--- src/hw/rtl/kfr_pkg.sv ---
// ----------------------------------------------------------------------------
// kfr_pkg: key state frame receiver package
// Payload structs, status and register codes, phase encoding.
// ----------------------------------------------------------------------------
`default_nettype none

package kfr_pkg;

	localparam int PIN_W   = 64;
	localparam int CFG_W   = 16;
	localparam int CFG_IDX_W = 3;

	typedef struct packed {
		logic       action;
		logic [7:0] rx_byte;
	} in_t;

	typedef struct packed {
		logic [1:0]       status;
		logic [PIN_W-1:0] pin_states;
	} out_t;

	typedef struct packed {
		logic [7:0]  start_byte;
		logic [7:0]  key_command;
		logic [15:0] timeout_ticks;
		logic [6:0]  pin_count;
	} cfg_t;

	localparam logic [1:0] STATUS_PINS  = 2'd0;
	localparam logic [1:0] STATUS_DROP  = 2'd1;
	localparam logic [1:0] STATUS_FATAL = 2'd2;

	localparam logic       ACTION_BYTE = 1'b0;
	localparam logic       ACTION_TICK = 1'b1;

	localparam logic [CFG_IDX_W-1:0] CFG_START_BYTE    = 3'd0;
	localparam logic [CFG_IDX_W-1:0] CFG_KEY_COMMAND   = 3'd1;
	localparam logic [CFG_IDX_W-1:0] CFG_TIMEOUT_TICKS = 3'd2;
	localparam logic [CFG_IDX_W-1:0] CFG_PIN_COUNT     = 3'd3;

	localparam logic [7:0]  FATAL_COMMAND     = 8'hFF;
	localparam logic [7:0]  RST_START_BYTE    = 8'd0;
	localparam logic [7:0]  RST_KEY_COMMAND   = 8'd1;
	localparam logic [15:0] RST_TIMEOUT_TICKS = 16'd3000;
	localparam logic [6:0]  RST_PIN_COUNT     = 7'd64;

	typedef enum logic [2:0] {
		PH_HUNT    = 3'b001,
		PH_CMD     = 3'b010,
		PH_PAYLOAD = 3'b100
	} phase_t;

endpackage

`default_nettype wire

--- src/hw/rtl/kfr_core.sv ---
// ----------------------------------------------------------------------------
// kfr_core: frame parser
// Start byte hunt, command capture, payload assembly, tick timeout, halt.
// ----------------------------------------------------------------------------
`default_nettype none

module kfr_core #(
	parameter int PAYLOAD_BYTES = 8,
	parameter int MAX_PINS      = 64
) (
	input  wire logic          clk,
	input  wire logic          arst_n,
	input  wire kfr_pkg::cfg_t cfg,
	input  wire logic          in_valid,
	input  wire logic          in_stall,
	input  wire kfr_pkg::in_t  in_data,
	output logic               res_valid,
	output kfr_pkg::out_t      res
);
	import kfr_pkg::*;

	localparam int IDX_W = (PAYLOAD_BYTES > 1) ? $clog2(PAYLOAD_BYTES) : 1;
	localparam int PL_W  = PAYLOAD_BYTES * 8;
	localparam logic [IDX_W-1:0] LAST_SLOT = IDX_W'(PAYLOAD_BYTES - 1);

	phase_t            phase_q, phase_d;
	logic [7:0]        cmd_q, cmd_d;
	logic [IDX_W-1:0]  count_q, count_d;
	logic [15:0]       timer_q, timer_d;
	logic              halted_q, halted_d;
	logic [PL_W-1:0]   payload_q, payload_d;
	logic [15:0]       timer_inc;
	logic [6:0]        pins_eff;
	logic [PIN_W-1:0]  pin_mask;
	logic              accept;

	assign accept    = in_valid && !in_stall;
	assign timer_inc = timer_q + 16'd1;
	assign pins_eff  = (cfg.pin_count > 7'(MAX_PINS)) ? 7'(MAX_PINS) : cfg.pin_count;

	always_comb begin
		for (int i = 0; i < PIN_W; i++) begin
			pin_mask[i] = (7'(i) < pins_eff);
		end
	end

	always_comb begin
		phase_d   = phase_q;
		cmd_d     = cmd_q;
		count_d   = count_q;
		timer_d   = timer_q;
		halted_d  = halted_q;
		payload_d = payload_q;
		res_valid = 1'b0;
		res       = '0;
		if (accept && !halted_q) begin
			if (in_data.action == ACTION_TICK) begin
				if (phase_q != PH_HUNT) begin
					if (timer_inc >= cfg.timeout_ticks) begin
						phase_d    = PH_HUNT;
						timer_d    = '0;
						res_valid  = 1'b1;
						res.status = STATUS_DROP;
					end else begin
						timer_d = timer_inc;
					end
				end
			end else begin
				unique case (phase_q)
					PH_CMD: begin
						if (in_data.rx_byte == FATAL_COMMAND) begin
							halted_d   = 1'b1;
							phase_d    = PH_HUNT;
							res_valid  = 1'b1;
							res.status = STATUS_FATAL;
						end else begin
							cmd_d   = in_data.rx_byte;
							count_d = '0;
							timer_d = '0;
							phase_d = PH_PAYLOAD;
						end
					end
					PH_PAYLOAD: begin
						payload_d[count_q*8 +: 8] = in_data.rx_byte;
						if (count_q == LAST_SLOT) begin
							phase_d = PH_HUNT;
							count_d = '0;
							timer_d = '0;
							if (cmd_q == cfg.key_command) begin
								res_valid      = 1'b1;
								res.status     = STATUS_PINS;
								res.pin_states = PIN_W'(payload_d) & pin_mask;
							end
						end else begin
							count_d = count_q + IDX_W'(1);
						end
					end
					default: begin
						// hunting; also recovers from any illegal phase code
						phase_d = PH_HUNT;
						if (in_data.rx_byte == cfg.start_byte) begin
							phase_d = PH_CMD;
							timer_d = '0;
						end
					end
				endcase
			end
		end
	end

	always_ff @(posedge clk or negedge arst_n) begin
		if (!arst_n) begin
			phase_q  <= PH_HUNT;
			cmd_q    <= '0;
			count_q  <= '0;
			timer_q  <= '0;
			halted_q <= 1'b0;
		end else begin
			phase_q  <= phase_d;
			cmd_q    <= cmd_d;
			count_q  <= count_d;
			timer_q  <= timer_d;
			halted_q <= halted_d;
		end
	end

	// payload bytes are undefined until written
	always_ff @(posedge clk) begin
		payload_q <= payload_d;
	end

	a_halt_sticks: assert property (@(posedge clk) disable iff (!arst_n)
		halted_q |=> halted_q)
		else $error("halt released without reset");

	a_fatal_halts: assert property (@(posedge clk) disable iff (!arst_n)
		(res_valid && res.status == STATUS_FATAL) |=> (halted_q && phase_q == PH_HUNT))
		else $error("fatal command did not halt");

	a_no_result_halted: assert property (@(posedge clk) disable iff (!arst_n)
		halted_q |-> !res_valid)
		else $error("result produced while halted");

endmodule

`default_nettype wire

--- src/hw/rtl/kfr_out_buf.sv ---
// ----------------------------------------------------------------------------
// kfr_out_buf: result register with skid stage
// Holds results while the sink stalls; stalls the parser only when full.
// ----------------------------------------------------------------------------
`default_nettype none

module kfr_out_buf (
	input  wire logic          clk,
	input  wire logic          arst_n,
	input  wire logic          push,
	input  wire kfr_pkg::out_t push_data,
	output logic               full,
	output logic               out_valid,
	input  wire logic          out_stall,
	output kfr_pkg::out_t      out_data
);
	import kfr_pkg::*;

	logic main_valid_q, skid_valid_q;
	out_t main_q, skid_q;
	logic pop, main_free;

	assign pop       = main_valid_q && !out_stall;
	assign main_free = pop || !main_valid_q;
	assign full      = skid_valid_q;
	assign out_valid = main_valid_q;
	assign out_data  = main_q;

	always_ff @(posedge clk or negedge arst_n) begin
		if (!arst_n) begin
			main_valid_q <= 1'b0;
			skid_valid_q <= 1'b0;
		end else if (main_free) begin
			if (skid_valid_q) begin
				skid_valid_q <= 1'b0;
			end else begin
				main_valid_q <= push;
			end
		end else if (push) begin
			skid_valid_q <= 1'b1;
		end
	end

	always_ff @(posedge clk) begin
		if (main_free) begin
			if (skid_valid_q) begin
				main_q <= skid_q;
			end else if (push) begin
				main_q <= push_data;
			end
		end else if (push) begin
			skid_q <= push_data;
		end
	end

	a_no_push_full: assert property (@(posedge clk) disable iff (!arst_n)
		!(push && skid_valid_q))
		else $error("transaction pushed into full buffer");

	a_skid_needs_main: assert property (@(posedge clk) disable iff (!arst_n)
		skid_valid_q |-> main_valid_q)
		else $error("skid stage holds data with main register empty");

	a_skid_moves_up: assert property (@(posedge clk) disable iff (!arst_n)
		(skid_valid_q && pop) |=> (main_valid_q && !skid_valid_q))
		else $error("skid transaction lost on pop");

endmodule

`default_nettype wire

--- src/hw/rtl/key_state_frame_receiver_top.sv ---
// ----------------------------------------------------------------------------
// key_state_frame_receiver_top: key state frame receiver
// Parses start/command/payload frames from serial bytes and ms ticks.
//
//  channel  | dir | handshake            | payload
//  ---------+-----+----------------------+------------------------------
//  in       | in  | in_valid / in_stall  | in_data  (action, rx_byte)
//  out      | out | out_valid / out_stall| out_data (status, pin_states)
//  cfg      | in  | cfg_we               | cfg_index, cfg_data
//
//  One input transaction per cycle while in_stall is low; each result is
//  registered in the main result register, or in the skid stage if that is busy.
//  A skid stage lets input continue while one result waits; in_stall rises
//  only when two results are held.
//  arst_n clears frame state, halt and registers to their defaults.
// ----------------------------------------------------------------------------
`default_nettype none

module key_state_frame_receiver_top #(
	parameter int PAYLOAD_BYTES = 8,
	parameter int MAX_PINS      = 64
) (
	input  wire logic                            clk,
	input  wire logic                            arst_n,
	input  wire logic                            in_valid,
	output logic                                 in_stall,
	input  wire kfr_pkg::in_t                    in_data,
	output logic                                 out_valid,
	input  wire logic                            out_stall,
	output kfr_pkg::out_t                        out_data,
	input  wire logic                            cfg_we,
	input  wire logic [kfr_pkg::CFG_IDX_W-1:0]   cfg_index,
	input  wire logic [kfr_pkg::CFG_W-1:0]       cfg_data
);
	import kfr_pkg::*;

	cfg_t cfg_q;
	logic res_valid;
	out_t res;

	always_ff @(posedge clk or negedge arst_n) begin
		if (!arst_n) begin
			cfg_q.start_byte    <= RST_START_BYTE;
			cfg_q.key_command   <= RST_KEY_COMMAND;
			cfg_q.timeout_ticks <= RST_TIMEOUT_TICKS;
			cfg_q.pin_count     <= RST_PIN_COUNT;
		end else if (cfg_we) begin
			unique case (cfg_index)
				CFG_START_BYTE:    cfg_q.start_byte    <= cfg_data[7:0];
				CFG_KEY_COMMAND:   cfg_q.key_command   <= cfg_data[7:0];
				CFG_TIMEOUT_TICKS: cfg_q.timeout_ticks <= cfg_data[15:0];
				CFG_PIN_COUNT:     cfg_q.pin_count     <= cfg_data[6:0];
				default: ;
			endcase
		end
	end

	kfr_core #(
		.PAYLOAD_BYTES (PAYLOAD_BYTES),
		.MAX_PINS      (MAX_PINS)
	) u_core (
		.clk       (clk),
		.arst_n    (arst_n),
		.cfg       (cfg_q),
		.in_valid  (in_valid),
		.in_stall  (in_stall),
		.in_data   (in_data),
		.res_valid (res_valid),
		.res       (res)
	);

	kfr_out_buf u_out_buf (
		.clk       (clk),
		.arst_n    (arst_n),
		.push      (res_valid),
		.push_data (res),
		.full      (in_stall),
		.out_valid (out_valid),
		.out_stall (out_stall),
		.out_data  (out_data)
	);

endmodule

`default_nettype wire
--- config.mk ---
export PLATFORM = sky130hd
export DESIGN_NAME = key_state_frame_receiver_top
export DESIGN_NICKNAME = d
export VERILOG_FILES = /design/src/hw/rtl/kfr_pkg.sv /design/src/hw/rtl/kfr_core.sv /design/src/hw/rtl/kfr_out_buf.sv /design/src/hw/rtl/key_state_frame_receiver_top.sv
export SDC_FILE = /design/constraint.sdc
export NUM_CORES = 1
export LEC_CHECK = 0
export BUFFER_PORTS_ARGS = -buffer_cell sky130_fd_sc_hd__buf_2
export CAP_MARGIN = 20
export CORE_UTILIZATION = 54
export CTS_CLUSTER_SIZE = 30
export DETAILED_ROUTE_END_ITERATION = 16
export PLACE_DENSITY = 0.73
export RECOVER_POWER = 50
export SYNTH_ARGS = -nofsm -noshare
export SYNTH_HDL_FRONTEND = slang
export SYNTH_SLANG_ARGS = --single-unit
--- constraint.sdc ---
create_clock -name clk -period 11.2 [get_ports clk]
set_input_delay 2.24 -clock clk [delete_from_list [all_inputs] [get_ports clk]]
set_output_delay 2.24 -clock clk [all_outputs]
set_load 0.005 [all_outputs]
==> metrics.md <==
| Metric | Value |
|---|---|
| FILL cells | 1761 |
| Antenna diode count | 0 |
| Violated checks | max-capacitance violations, max-slew violations |
| DRC Markers | 0 |
| Total Wirelength | 27.7 mm |
| VDD IR-drop max | 0.127 mV |
| Netlist cell types | 63 |
| H-tree levels | 1 |
| Synth top area share | 47.8% |
| Global-route wire length before repair | 44.6 mm |
| CP delay by family, top | buffers and inverters |
| Final Cycle Share | 49.9% |
| GP Congestion | 0.896 |
| Critical-path cell list | buf_2 > clkbuf_1 |
| F_max | 179 MHz |
| CTS Buf Count | 28 |
| Fin. Hold Viols | 0 |
| Die Footprint | 0.0234 mm^2 |
| Root buffer cell | clkbuf_16 |
| Worst R2R Start | u_core.timer_q[2] |
| Max cap viols | 2 |
| Slew Viols, Final | 82 |
| Tot GR Track Use | 24.3% |
| Hold_sp | cfg_q[11] |
| Drt first pass iters | 6 |
| Total power | 2.48 mW |
| HPWL after DPL | 18.9 mm |
| DR iter-0 viols | 809 |
| CTS tree | built |
| Post-CTS setup buffer count | 0 |
| Port bufs | 100 |
| Top post-synthesis cells by area | edfxtp_1, dfrtp_1, o21ai_0, nand2_1, mux2_2 |
| Die Y | 153 um |
| Final #Nets | 1209 |
| Layout cells sized above 1 | 15.2% |
| Synth async-reset ratio | 26.9% |
| WL per Instance | 19.1 um |
| Worst-path fanout max | 72 |
| Initial Util | 55.7% |
| Unrepaired setup endpoints after global routing | no |
| P_leak | 5.66 nW |
| Clk_skew | 26.4 ps |
| Worst-margin pin slew | 3860 ps |
| Ports | 101 |
| Worst setup EP type | asynchronous set/reset pin |
| Worst hold path type | register to register |
| Post-DR vias/cell | 5.82 |
| Buf+Inv Stages, Crit Path | 2 |
| Synth area leader | edfxtp_1 |
| Register area share after synthesis | 62.5% |
| Rel. slew slack | -157% |
| CP peak stage delay | 2690 ps |
| Synth Cell Area | 0.0123 mm^2 |
| Vias | 8463 |
| Power per Cell Area | 179 mW/mm^2 |
| CTS resizes | 0 |
| Clock Latency Late Sink | 560 ps |
| Most common cell in the netlist | edfxtp_1 |
| Largest net degree at the start of global routing | 73 |
| Worst setup SP type | primary input |
| Worst path slowest cell | clkbuf_1 |
| Initial antenna violation count | 0 |
| Yosys warnings | 0 |
| Req. time, crit path | 10660 ps |
| Status | complete, but fails checks |
| Mapped Avg Cell Area | 11.6 um^2 |
| Final core utilization | 62.7% |
| Vias in the first global route | 8063 |
| CP startpoint | arst_n |
| Top cells by count, synth | edfxtp_1, nand2_1, o21ai_0 |
| Core Area | 0.0221 mm^2 |
| Clk sink count | 268 |
| Setup_tns | 0 ps |
| Finished Layout Cells | 1454 |
| Post-CTS Hold Fix Bufs | 0 |
| Cells after DPL | 1402 |
| Area Overhead vs Synth | 12.6% |
| Number of synthesized flops with an enable pin | 196 |
| Die width | 153 um |
| Post-Syn Nets | 1122 |
| Detail Route Antenna Nets | 0 |
| CTS max path bufs | 3 |
| Mapped Cells | 1065 |
| Type of the worst setup path | primary input to asynchronous set/reset pin |
| Row cnt | 54 |
| Clock slew at reported path FFs | 60 ps |
| Crit path DAT | 5050 ps |
| Post-synth top flop | edfxtp_1 |
| Fin crit period | 5590 ps |
| Total grt overflow | 0 |
| R2R setup slack | 6490 ps |
| #FFs+latches synth | 268 |
| Setup violators final | 0 |
[state kept, by name (all words and copies together), names as in the netlist]
register             count
u_out_buf.out_data      66
cfg_q                   39
u_core.phase_q           3
u_core.halted_q          1
u_out_buf.out_valid      1
u_core.cmd_q             8
u_core.count_q           3
u_core.payload_q        64
u_core.timer_q          16
u_out_buf.full           1
u_out_buf.skid_q        66
[worst paths after layout]
check,endpoint,cells after the start
min in group asynchronous,u_core.cmd_q[4],2
max in group clk,u_out_buf.out_data[64],13
setup reg to reg,u_out_buf.out_data[64],13
hold reg to reg,cfg_q[11],2
hold / removal,cfg_q[11],2
setup / recovery,u_out_buf.full,2
[final cells by class]
cell class	instances	area, um^2	share of cell area (%)
clock buffer	37	744	5.37
clock inverter	15	169	1.22
inverter	70	263	1.90
multi-input combinational	674	4100	29.6
sequential	268	7700	55.6
tap	280	350	2.53
timing repair buffer	110	527	3.80
[power breakdown]
group          total, mW  internal, mW  switching, mW
sequential          1.22          1.15         0.0714
clock              0.923         0.538          0.385
combinational      0.336         0.129          0.207
[through the flow]
step	instance area, um^2	hold slack (ps)	setup WS, ps
detailed placement	13000	496	6460
floorplan	12300	465	2600
finish	13900	510	5610
global placement	13000	498	6590
global route	13900	521	4710
CTS	13900	511	6610
[routing by layer]
layer | routed length, um | vias up | part of all wire, % | GRT usage [%]
li1 | - | 3987 | - | -
met1 | 11900 | 4080 | 43 | 33.8
met2 | 13300 | 339 | 48 | 39.7
met3 | 1740 | 57 | 6.3 | 3.49
met4 | 794 | 0 | 2.9 | 7.70
met5 | 0 | - | 0 | 0
[layout by cell type (no fill, tap or decap), types with 3 or more instances in the layout]
cell type,synthesis,final
inv_1,70,70
and3_1,10,10
clkinv_2,0,5
a32o_1,3,3
clkbuf_1,41,40
nand2b_1,6,6
xor2_1,16,16
buf_2,7,70
or3_1,3,3
bufinv_16,0,3
o21ai_0,113,114
a21oi_1,28,28
nor2_1,75,75
nor3b_1,4,5
nor3_1,15,15
mux2_2,34,34
and2_1,7,6
clkinvlp_4,0,4
o21ai_2,4,3
nor2b_1,3,3
a211oi_1,9,9
clkbuf_16,0,28
mux2i_1,21,21
ha_1,24,24
a22o_1,11,11
nor4_1,6,6
xnor2_1,14,14
edfxtp_1,196,196
nand2_1,143,143
buf_4,0,7
nand3_1,39,39
a21o_1,29,29
a2111oi_0,4,5
dfrtp_1,62,61
nand4_1,15,16
o31ai_1,4,4
or2_2,4,4
dfstp_2,10,10
[kinds of logic (layout without fill, tap and decap cells)]
family                     after synthesis  count (layout)  synth area share (%)
buffers and inverters                  123             232                  3.95
AOI/OAI and AO/OA                      220             220                  11.0
DFF                                    268             268                  62.5
muxes                                   55              55                  4.82
and+or+nand+nor                        344             344                  13.0
xor gates and xnor gates                30              30                  2.13
adders and majority gates               25              25                  2.52
(Power assumes the default switching activity.)
